### config.mk
export PLATFORM = sky130hd
export DESIGN_NAME = chg_div_step
export DESIGN_NICKNAME = d
export VERILOG_FILES = /design/src/design/chg_pkg.sv /design/src/design/chg_div_step.sv
export SDC_FILE = /design/constraint.sdc
export NUM_CORES = 1
export LEC_CHECK = 0
export BUFFER_PORTS_ARGS = -buffer_cell sky130_fd_sc_hd__buf_2
export CAP_MARGIN = 10
export CORE_AREA = 3 3 247 249
export DETAILED_ROUTE_END_ITERATION = 8
export DIE_AREA = 0 0 250 252
export HOLD_SLACK_MARGIN = 0.12
export PLACE_DENSITY = 0.6
export SYNTH_ARGS = -nofsm -noshare
export SYNTH_HDL_FRONTEND = slang
export SYNTH_SLANG_ARGS = --single-unit
### constraint.sdc
create_clock -name clk_i -period 1 [get_ports clk_i]
set_input_delay 0.1 -clock clk_i [delete_from_list [all_inputs] [get_ports clk_i]]
set_output_delay 0.1 -clock clk_i [all_outputs]
set_load 0.05 [all_outputs]
### src/design/chg_pkg.sv
package chg_pkg;

  localparam int unsigned SAMPLES       = 64;
  localparam int unsigned MAX_OBSTACLES = 16;
  localparam int unsigned STAGES        = 32;

  localparam int unsigned ROOT_W  = 33;  // bits of the distance
  localparam int unsigned SQ_W    = 66;  // bits of dx^2 + dy^2
  localparam int unsigned REM_W   = 36;  // partial remainder of the root
  localparam int unsigned NUM_W   = 48;  // dividend / shifted divisor
  localparam int unsigned Q_W     = 15;  // normal magnitude, up to 2^14
  localparam int unsigned RTOT_W  = 25;
  localparam int unsigned MARGIN_RESET = 66;

  typedef enum logic {
    CFG_DISC_RADIUS = 1'b0,
    CFG_FEAS_MARGIN = 1'b1
  } cfg_idx_e;

  // fields that ride along with an item through the whole pipe
  typedef struct packed {
    logic [4:0]        stage;
    logic [9:0]        cidx;
    logic signed [31:0] sx;
    logic signed [31:0] sy;
    logic [RTOT_W-1:0] rtot;
    logic              neg_x;
    logic              neg_y;
    logic              degen;
  } side_t;

  typedef struct packed {
    side_t             side;
    logic [ROOT_W-1:0] ax;
    logic [ROOT_W-1:0] ay;
    logic [SQ_W-1:0]   rad;
    logic [REM_W-1:0]  rem;
    logic [ROOT_W-1:0] root;
  } sqrt_t;

  typedef struct packed {
    side_t             side;
    logic [ROOT_W-1:0] span;
    logic [NUM_W-1:0]  dsh;
    logic [NUM_W-1:0]  remx;
    logic [NUM_W-1:0]  remy;
    logic [Q_W-1:0]    qx;
    logic [Q_W-1:0]    qy;
  } div_t;

endpackage

### src/design/chg_div_step.sv
module chg_div_step (
  input  logic          clk_i,
  input  logic          rst_ni,
  input  logic          adv_i,
  input  logic          valid_i,
  input  chg_pkg::div_t data_i,
  output logic          valid_o,
  output chg_pkg::div_t data_o
);
  import chg_pkg::*;

  logic valid_q;
  div_t data_d, data_q;
  logic bx, by;

  // restoring division, one quotient bit per stage for both lanes
  always_comb begin
    data_d = data_i;
    bx = data_i.remx >= data_i.dsh;
    by = data_i.remy >= data_i.dsh;
    if (bx) data_d.remx = data_i.remx - data_i.dsh;
    if (by) data_d.remy = data_i.remy - data_i.dsh;
    data_d.qx  = {data_i.qx[Q_W-2:0], bx};
    data_d.qy  = {data_i.qy[Q_W-2:0], by};
    data_d.dsh = {1'b0, data_i.dsh[NUM_W-1:1]};
  end

  always_ff @(posedge clk_i or negedge rst_ni) begin
    if (!rst_ni) begin
      valid_q <= 1'b0;
    end else if (adv_i) begin
      valid_q <= valid_i;
    end
  end

  always_ff @(posedge clk_i) begin
    if (adv_i) begin
      data_q <= data_d;
    end
  end

  assign valid_o = valid_q;
  assign data_o  = data_q;
endmodule

### Yosys cells after proc, flatten, opt, wreduce, memory -nomap -nowiden

Cells that the tools add are included.

* register bits: 314
* input bits: 318
* output and inout port bits: 315
* logic and storage cells: 21

* add/sub/neg operators: 2
* $lt $le $gt $ge: 2
* multiplexer cells: 2

Operators with widths (count)
* >= comparator 48 bit: 2
* two-way mux 48 bit: 2
* subtractor 48 bit: 2

### Depth between registers and ports, before layout

* depth after elaboration: 2
* mapped depth: 15
* depth with buffers taken out: 13

### Worst setup path after synthesis

No wires, ideal clock.

* path type: in2reg
* start: input port data_i[78] in the netlist's numbering
* end: register data_q (netlist bit data_o[118]) (data pin)
* setup time: 0.260 ns
* arrival: 2.684 ns
* required time: 0.740 ns
* setup slack: -1.944 ns
* stages on the path: 15
* buffers on the path: 2
* cells stage by stage: inv_1 ha_1 fa_1 nand2b_1 nand2_1 a221o_1 o211ai_2 a31oi_1 o21ai_1 a21oi_2 or2_1 a41o_1 buf_6 buf_6 mux2_4

RTL lines
* start: declaration: line chg_div_step.sv:6 `input chg_pkg::div_t data_i,`
* end signal: assignment: line chg_div_step.sv:38 `data_q <= data_d;`
* end: declaration: line chg_div_step.sv:13 `div_t data_d, data_q;`

==> impl_results.md <==
- RD Place Congestion: 0.917
- Register area share after synthesis: 57.8%
- Slew Viols, Final: 0
- Synth-to-Final Area Change: 98.1%
- Initial core utilization: 27.7%
- Period Utilization, post-route: 278%
- Leakage: 14.3 nW
- Grt ovf: 0
- Synth Area in Adders: 7.61%
- Tmin final: 2.78 ns
- Nets: 3194
- Hold Path Sink: data_o[30]
- Crit path buffers/inverters: 4
- Largest net degree at the start of global routing: 27
- Outcome: finished with violations
- Most frequent cells in the layout: buf_4 (442), buf_6 (330), edfxtp_1 (313)
- WL/cell: 22.8 um
- CTS tree: yes
- Top delay family on crit path: compound AO/OA/AOI/OAI gates
- Slowest cell on crit path: a221o_1
- Hold buffers post-CTS: 311
- First-pass GRT wire length: 118 mm
- Post-synth top flop: edfxtp_1
- Syn_nets: 1767
- Reg clk slew, reported paths: 0.06 ns
- Leading area contributor after synthesis: edfxtp_1
- DP Area: 24200 sq um
- Initial antenna violation count: 15
- Synth Area in Simple Gates: 9.06%
- Synth unique cells: 68
- Worst endpoint data arrival time: 3.07 ns
- Synth Area in XOR/XNOR: 4.51%
- HPWL Detailed: 58.8 mm
- Hold Fails Final Rpt: 2
- Peak VDD IR: 0.00162 V
- Post-synth EDFFs: 313
- IO buf count: 629
- Ys Warns: 0
- Fmax: 360 MHz
- Die area: 63000 sq um
- Pre-CTS setup slack: -2.60 ns
- Synthesized area: 16300 sq um
- Clock sink count: 314
- R2r startpoint: valid_o
- Post-synthesis mux area share: 3.66%
- Detail Route Antenna Nets: 0
- Vias per cell: 4.82
- Ports: 633
- Post-Layout Inst Area: 32300 sq um
- First-pass DRT Iterations: 5
- Reg2Reg Capture Point: valid_o
- Crit-path cells: buf_12 -> inv_12 -> ha_4 -> fa_2 -> nand2b_4 -> nand2_2 -> a221o_1 -> o211ai_4 -> a31oi_4 -> o21ai_4 -> a21oi_4 -> or2_1 -> a41o_4 -> buf_12 -> buf_16 -> mux2_4
- CP Data Required Time: 1.30 ns
- Clock Latency Late Sink: 0.53 ns
- Die Width: 250 um
- Cell mode on critical path: buf_12
- Power Density: 1520 nW/um^2
- Slowest Stage Delay on Critical Path: 0.36 ns
- Hold WS: -0.0939 ns
- Layout cells sized above 1: 50.2%
- Syn Area/Cell: 12.1 sq um
- Setup CP Type: in2reg
- Dpl cells: 3152
- Setup TNS: -222.64 ns
- Worst Setup Start Kind: input port
- MaxCap Viol Count: 0
- Vias in the first global route: 18.3k
- Worst-case clock buffer depth: 3
- Register-to-Register Path Depth: 1
- Largest cells by area after synthesis: edfxtp_1 (58%), ha_1 (7.4%), a21oi_1 (3.2%)
- RSZ-0062 raised after global routing: yes
- Num rows: 89
- Total track usage: 24.7%
- Synth async-reset ratio: 0.318%
- Mapped Cells: 1351
- Number of standard cells in the final layout excluding fillers: 3581
- Die height: 252 um
- Failing checks: hold timing, setup timing
- DRC viols: 0
- Yosys top cell area share: 57.6%
- Worst Setup End Kind: flip-flop
- R2R setup slack: 0.23 ns
- Setup ws final: -1.78 ns
- Relative slew margins: 63.7%
- Worst Path Max Fanout: 6
- Largest family of logic cells by synthesized area: compound AO/OA/AOI/OAI gates
- Least-Margin Pin Slew: 0.540 ns
- Hold Crit Depth: 3
- Core ar.: 58900 sq um
- Hold crit path type: in2reg
- CTS Root Cell: clkbuf_16
- Final setup violation count: 412
- WL final: 81.7 mm
- Synthesized flop and latch total: 314
- Vias post-DR: 17.3k
- Fin Clk Skew: 0 ns
- Starting DRT DRC Count: 875
- Commonest non-fill, non-tap cell in the layout: buf_4
- H-Tree Depth: 2
- Post-synthesis compound-gate area fraction: 14.3%
- Cts bufs inserted: 36
- Hold path startpoint: data_i[30]
==> how the worst max path moves through the flow <==
stage,cells after the start,from,slack (ns),to
floorplan,15,data_i[78],-1.80,data_o[118]
global placement,17,data_i[78],-2.59,data_o[124]
detailed placement,17,data_i[78],-2.60,data_o[124]
CTS,15,data_i[78],-1.80,data_o[109]
global route,16,data_i[78],-1.79,data_o[89]
finish,16,data_i[78],-1.78,data_o[89]
==> per-layer routing <==
layer / routed length [um] / track usage (%)
met2: 42300 / 45.7
met1: 31300 / 28.4
met3: 4870 / 4.91
met4: 3170 / 8.13
met5: 110 / 0
==> stage by stage <==
stage,utilization [%],total power [W],hold WS (ns)
global placement,41.1,0.0317,-0.123
floorplan,-,0.0255,-0.196
finish,54.9,0.0492,-0.0939
detailed placement,41.1,0.0317,-0.122
global route,54.8,0.0511,-0.0904
CTS,54.1,0.0490,-0.0959
==> sequential cells by signal, indices dropped and copies added (netlist names) <==
signal   flops
data_o     313
valid_o      1
==> worst min-delay path: stages <==
cell and delay (ns):
buf_2 0.12, nand2_1 0.07, o21ai_2 0.05
==> where the power goes <==
part / internal (W) / leakage [nW] / switching, W
Sequential: 0.0161 / 3.07 / 0.000784
Clock: 0.00718 / 0.535 / 0.00544
Combinational: 0.00873 / 10.7 / 0.0110
Total: 0.0320 / 14.3 / 0.0172
==> cells in the mapped netlist (4+ instances only) <==
master	number
a31oi_1	11
a21oi_1	105
inv_1	70
a21o_1	63
nor3_1	22
and2_1	8
o21ai_1	6
a211oi_1	7
o21bai_1	20
mux2_2	41
o211ai_1	5
a221oi_1	7
o21ai_0	84
nor2_1	43
xnor2_1	51
clkbuf_1	47
nand2_1	123
mux2_4	7
nand3_1	35
xor2_1	33
and3_1	4
nand4_1	27
o21a_1	10
nor4_1	7
nand2b_1	9
ha_1	96
o31ai_1	10
a311oi_1	6
and4_1	6
nor2b_1	9
edfxtp_1	313
o31a_1	5
==> cells by family (layout without fill, tap and decap cells) <==
kind of cell             count (synthesis)  after routing
other                                    1              6
flip-flops                             314            314
AO/OA/AOI/OAI                          368            368
XOR/XNOR                                84             84
multiplexers                            51             51
buffers and inverters                  126           1578
adder cells (fa/ha/maj)                 98             98
AND/OR/NAND/NOR                        309            309
==> area by class of cell <==
cell class                 count  area [sq um]
clock inverter                21           178
tap                          773           967
multi-input combinational    911          7690
timing repair buffer        1445         12800
inverter                      70           297
fill                        4828         26600
sequential                   314          9420
antenna                        5          12.5
clock buffer                  42           923
==> what timing repair did <==
| item | in CTS | in global routing |
|---|---|---|
| setup buffers | 24 | 27 |
| pin swaps | 64 | 50 |
| gates cloned | 14 | 4 |
| resized for setup | 818 | 82 |
| endpoints found under the setup margin | 412 | 586 |
| hold endpoints to repair | 353 | 3 |
(Power assumes the default switching activity.)
