[config.mk]
export PLATFORM = sky130hd
export DESIGN_NAME = chg_sqrt_step
export DESIGN_NICKNAME = d
export VERILOG_FILES = /design/src/design/chg_pkg.sv /design/src/design/chg_sqrt_step.sv
export SDC_FILE = /design/constraint.sdc
export NUM_CORES = 1
export LEC_CHECK = 0
export ABC_AREA = 1
export BUFFER_PORTS_ARGS = -buffer_cell sky130_fd_sc_hd__clkbuf_2
export CORE_AREA = 4 4 243 245
export DETAILED_ROUTE_END_ITERATION = 6
export DIE_AREA = 0 0 247 249
export GPL_ROUTABILITY_DRIVEN = 0
export PLACE_DENSITY_LB_ADDON = 0.3
export SLEW_MARGIN = 20
export SYNTH_ARGS = -nofsm -noshare
export SYNTH_HDL_FRONTEND = slang
export SYNTH_SLANG_ARGS = --single-unit
[constraint.sdc]
create_clock -name clk_i -period 1.5 [get_ports clk_i]
set_clock_uncertainty 0.2 [all_clocks]
set_input_delay 0.3 -clock clk_i [delete_from_list [all_inputs] [get_ports clk_i]]
set_output_delay 0.3 -clock clk_i [all_outputs]
set_load 0.01 [all_outputs]
[src/design/chg_pkg.sv]
package chg_pkg;

  localparam int unsigned SAMPLES       = 64;
  localparam int unsigned MAX_OBSTACLES = 16;
  localparam int unsigned STAGES        = 32;

  localparam int unsigned ROOT_W  = 33;  // bits of the distance
  localparam int unsigned SQ_W    = 66;  // bits of dx^2 + dy^2
  localparam int unsigned REM_W   = 36;  // partial remainder of the root
  localparam int unsigned NUM_W   = 48;  // dividend / shifted divisor
  localparam int unsigned Q_W     = 15;  // normal magnitude, up to 2^14
  localparam int unsigned RTOT_W  = 25;
  localparam int unsigned MARGIN_RESET = 66;

  typedef enum logic {
    CFG_DISC_RADIUS = 1'b0,
    CFG_FEAS_MARGIN = 1'b1
  } cfg_idx_e;

  // fields that ride along with an item through the whole pipe
  typedef struct packed {
    logic [4:0]        stage;
    logic [9:0]        cidx;
    logic signed [31:0] sx;
    logic signed [31:0] sy;
    logic [RTOT_W-1:0] rtot;
    logic              neg_x;
    logic              neg_y;
    logic              degen;
  } side_t;

  typedef struct packed {
    side_t             side;
    logic [ROOT_W-1:0] ax;
    logic [ROOT_W-1:0] ay;
    logic [SQ_W-1:0]   rad;
    logic [REM_W-1:0]  rem;
    logic [ROOT_W-1:0] root;
  } sqrt_t;

  typedef struct packed {
    side_t             side;
    logic [ROOT_W-1:0] span;
    logic [NUM_W-1:0]  dsh;
    logic [NUM_W-1:0]  remx;
    logic [NUM_W-1:0]  remy;
    logic [Q_W-1:0]    qx;
    logic [Q_W-1:0]    qy;
  } div_t;

endpackage

[src/design/chg_sqrt_step.sv]
module chg_sqrt_step (
  input  logic           clk_i,
  input  logic           rst_ni,
  input  logic           adv_i,
  input  logic           valid_i,
  input  chg_pkg::sqrt_t data_i,
  output logic           valid_o,
  output chg_pkg::sqrt_t data_o
);
  import chg_pkg::*;

  logic             valid_q;
  sqrt_t            data_d, data_q;
  logic [REM_W-1:0] rem_s, trial;

  // one result bit per stage, two radicand bits brought down
  always_comb begin
    data_d = data_i;
    rem_s  = {data_i.rem[REM_W-3:0], data_i.rad[SQ_W-1 -: 2]};
    trial  = {1'b0, data_i.root, 2'b01};
    data_d.rad = {data_i.rad[SQ_W-3:0], 2'b00};
    if (rem_s >= trial) begin
      data_d.rem  = rem_s - trial;
      data_d.root = {data_i.root[ROOT_W-2:0], 1'b1};
    end else begin
      data_d.rem  = rem_s;
      data_d.root = {data_i.root[ROOT_W-2:0], 1'b0};
    end
  end

  always_ff @(posedge clk_i or negedge rst_ni) begin
    if (!rst_ni) begin
      valid_q <= 1'b0;
    end else if (adv_i) begin
      valid_q <= valid_i;
    end
  end

  always_ff @(posedge clk_i) begin
    if (adv_i) begin
      data_q <= data_d;
    end
  end

  assign valid_o = valid_q;
  assign data_o  = data_q;
endmodule

# ---- Word-level counts from Yosys, hierarchy flattened
# Index checks and enable logic that the tools add are counted.
dict set report word_totals {
  reg_bits 307
  inputBits 312
  out_inout_bits 309
  elab_cells 17
}
dict set report classes {
  n_addsub 1
  order_cmp 1
  muxes 1
}
# cell n
set op_table {}
lappend op_table {{$mux W69} 1}
lappend op_table {{$ge A36 B35 Y1} 1}
lappend op_table {{$sub A36 B35 Y36} 1}

# ---- Depth between registers and ports, before layout
dict set report depth {
  word_depth 2
  depth_mapped 16
  mapped_depth_nobuf 15
}

# ---- Least setup slack after synthesis
# No wires, ideal clock.
dict set report synth_path {
  kind {input to register}
  startpoint {input port data_i[13] (netlist name)}
  endpoint {register data_q, in the netlist data_o[50] (data pin)}
  setup_time_ps 252
  arrival_ps 1723
  required_time_ps 1048
  slack_ps -675
  path_stages 14
  n_path_buf 2
  cell_sequence {inv_1 > ha_1 > nand2_2 > inv_1 > nand2_1 > nand2_1 > a21oi_1 > nand3_2 > nand3_2 > nand2_2 > buf_6 > buf_12 > nand2_2 > nand2_1}
}
# item line
set synth_lines {}
lappend synth_lines {{start, declared} chg_sqrt_step.sv:6} ;# input chg_pkg::sqrt_t data_i,
lappend synth_lines {{end signal, assigned} chg_sqrt_step.sv:41} ;# data_q <= data_d;
lappend synth_lines {{end, declared} chg_sqrt_step.sv:13} ;# sqrt_t data_d, data_q;

==> flow_metrics.py <==
metrics = {
    "outcome": {
        "status": "complete, but fails checks",
        "violations": "negative setup slack",
    },
    "floorplanning": {
        "initial_core_util_pct": 22.0,
        "die_w_um": 247,
        "core-area_um2": 57100,
        "die_h_um": 249,
        "io_pins": 621,
        "die_area_um2": 61500,
        "fp-row-count": 88,
    },
    "critical_path": {
        "start_kind": "input port",
        "crit_required_ps": 1580,
        "reg2reg_from": "valid_o$_DFFE_PN0P_",
        "endpoint_kind": "flip-flop",
        "path_max_fanout": 8,
        "crit_slowest_cell": "ha_4",
        "cp-startpoint": "data_i[47]",
        "path_cells": "buf_8 > ha_4 > nand2_4 > nor2_4 > nand2_2 > nor2_2 > nand2_2 > nand3_4 > nand3_4 > nand2_8 > inv_16 > buf_12 > nand2_1 > nand2_1",
        "timing.rr.end": "valid_o$_DFFE_PN0P_",
        "arrival_ps": 1920,
        "crit_type": "in2reg",
        "crit_family": "simple AND/OR/NAND/NOR gates",
        "critPathBufInv": 3,
        "r2r_cells": 1,
        "r2r_slack_ps": 530,
        "max_stage_delay_ps": 290,
    },
    "synth": {
        "yosysTopAreaCell": "edfxtp_1",
        "synthFlopType": "edfxtp_1",
        "yosys_warnings": 0,
        "syn-cell-area_um2": 12600,
        "synth-edff-count": 306,
        "synth_top_area_share_pct": 73.2,
        "yosysSeqAreaShare_pct": 73.4,
        "yosysUniqueCellTypes": 29,
        "ys_seq_elements": 307,
        "yosysMostFrequentCell": "nand2_1",
        "synthCells": 999,
        "ys_async_sr_fraction_pct": 0.326,
        "yosys-top-cells-area": "edfxtp_1 73%, nand2_1 9.3%, inv_1 4.1%, ha_1 3.5%, nor2_1 1.7%",
        "syn_area_per_cell_um2": 12.6,
        "synth_commonest_cells": "311 x nand2_1, 306 x edfxtp_1, 138 x inv_1, 57 x nor2_1, 35 x ha_1",
    },
    "final_layout": {
        "nNetsFinal": 2450,
        "drive_gt1_share_pct": 49.5,
        "fin_area_um2": 24100,
        "utilization_pct": 42.1,
        "areaGrowthSynthToFinish_pct": 91.5,
    },
    "routing": {
        "wirelength_um": 63200,
        "vias": 11785,
        "avgRoutedWirePerCell_um": 21.8,
        "vias_per_cell": 4.06,
        "ant_nets": 0,
        "drt-initial-drc-count": 586,
        "firstDrtPassIters": 5,
        "drcViolationCount": 0,
    },
    "clock_tree": {
        "cts.htree.levels": 2,
        "cts.clk_slew.worst_paths_ps": 50,
        "insertion_delay_ps": 530,
        "cts_buffers": 38,
        "cts.sinks": 307,
        "cts_tree": "done",
        "clockBufferDepth": 3,
        "clockRootBuffer": "clkbuf_16",
    },
    "place": {
        "dp_slack_ps": -985,
        "place_area_um2": 18200,
        "portBuffers": 616,
        "place_hpwl_um": 49200,
    },
    "timing": {
        "whs_ps": 101,
        "period_needed_ps": 1840,
        "max_freq_mhz": 543,
        "fin_crit_sh_pct": 123,
        "finalSetupViolCount": 344,
        "slew_viol_final": 0,
        "hold_viol_final": 0,
        "finalWorstSetupSlack_ps": -341,
        "rsz0062_at_grt": "true",
    },
    "min_path": {
        "holdCritStartpoint": "data_i[66]",
        "whs_endpoint": "data_o[68]$_DFFE_PP_",
        "hp-class": "in2reg",
        "holdPathStages": 4,
    },
    "pwr": {
        "worst_ir_drop_vdd_v": 0.000742,
        "power.density_nw_per_um2": 1030,
        "p_leak_nw": 10.9,
    },
    "global_routing": {
        "grt_max_degree": 67,
        "grt-ovfl-total": 0,
        "grt_pass1_vias": 12399,
        "antenna_found_initial": 11,
        "grt_pass1_wl_um": 85400,
        "grt_usage_pct": 19.2,
    },
    "run": {
        "drv_cap": 0,
    },
}
==> cell usage in the layout (no fill, tap or decap), types with 15 or more instances in the layout <==
master           n
edfxtp_1       306
nand2_1        218
nor2_1          36
xor2_1          18
nand2_2         76
ha_4            33
clkbuf_16       42
nor2_2          16
buf_2           23
inv_2           15
nand3_2         18
buf_8           18
buf_6           48
clkbuf_8        37
nand2_4         25
inv_1          108
clkbuf_2       494
dlygate4sd3_1  308
nand3_1         19
buf_4          127
==> per-layer routing <==
| metal | vias to the layer above | wire length, µm | share of wire (%) | track usage [%] |
|---|---|---|---|---|
| li1 | 5568 | - | - | - |
| met1 | 5636 | 22500 | 36 | 20.4 |
| met2 | 458 | 32300 | 51 | 34.5 |
| met3 | 109 | 4660 | 7.4 | 5.35 |
| met4 | 14 | 3640 | 5.8 | 10.1 |
| met5 | - | 102 | 0.16 | 0 |
==> repair_timing <==
| action | CTS | global route |
|---|---|---|
| hold buffers | 308 | 0 |
| gates cloned | 1 | 5 |
| setup buffers | 7 | 8 |
| pin swaps | 4 | 54 |
| endpoints found under the setup margin | 344 | 344 |
| hold endpoints to repair | 309 | 0 |
| resized for setup | 138 | 327 |
==> per-stage QoR <==
stage	total power [mW]	TNS (ps)	cells
after CTS	24.8	-43760	2883
final	24.8	-30670	2900
after detailed placement	14.9	-33960	2500
after global placement	14.9	-33730	2500
after floorplan	12.4	-18540	1000
after global routing	26.0	-48200	2898
==> layout make-up <==
type | instances | area, µm²
Multi-Input combinational cell | 545 | 3810
Fill cell | 5421 | 33100
Sequential cell | 307 | 9210
Timing Repair Buffer | 1072 | 8310
Clock buffer | 45 | 998
Clock inverter | 22 | 170
Antenna cell | 5 | 12.5
Tap cell | 765 | 957
Inverter | 139 | 578
==> state kept, by name, indices dropped and copies added (netlist names) <==
register / count
valid_o: 1
data_o: 306
==> power breakdown <==
part / switching (mW) / total, mW / internal [mW]
sequential: 0.313 / 10.6 / 10.3
clock: 3.71 / 8.67 / 4.96
combinational: 2.81 / 5.53 / 2.71
==> how the worst max path moves through the flow <==
stage          cells after the start                   end
2_1_floorplan                     15  data_o[51]$_DFFE_PP_
3_3_place_gp                      14  data_o[66]$_DFFE_PP_
3_5_place_dp                      14  data_o[66]$_DFFE_PP_
4_1_cts                           15  data_o[66]$_DFFE_PP_
5_1_grt                           15  data_o[66]$_DFFE_PP_
6_report                          14  data_o[66]$_DFFE_PP_
==> cells by family (layout without fill, tap and decap cells) <==
group | after synthesis | count (layout) | share of synthesized area (%)
AND/OR/NAND/NOR | 446 | 446 | 15.1
flip-flops | 307 | 307 | 73.4
buffers and inverters | 148 | 1278 | 4.84
AO/OA/AOI/OAI | 42 | 42 | 1.80
adder cells (fa/ha/maj) | 35 | 35 | 3.49
XOR/XNOR | 19 | 19 | 1.33
other | 1 | 7 | 0.0299
multiplexers | 1 | 1 | 0.0897
Power figures use the tool's default switching activity.
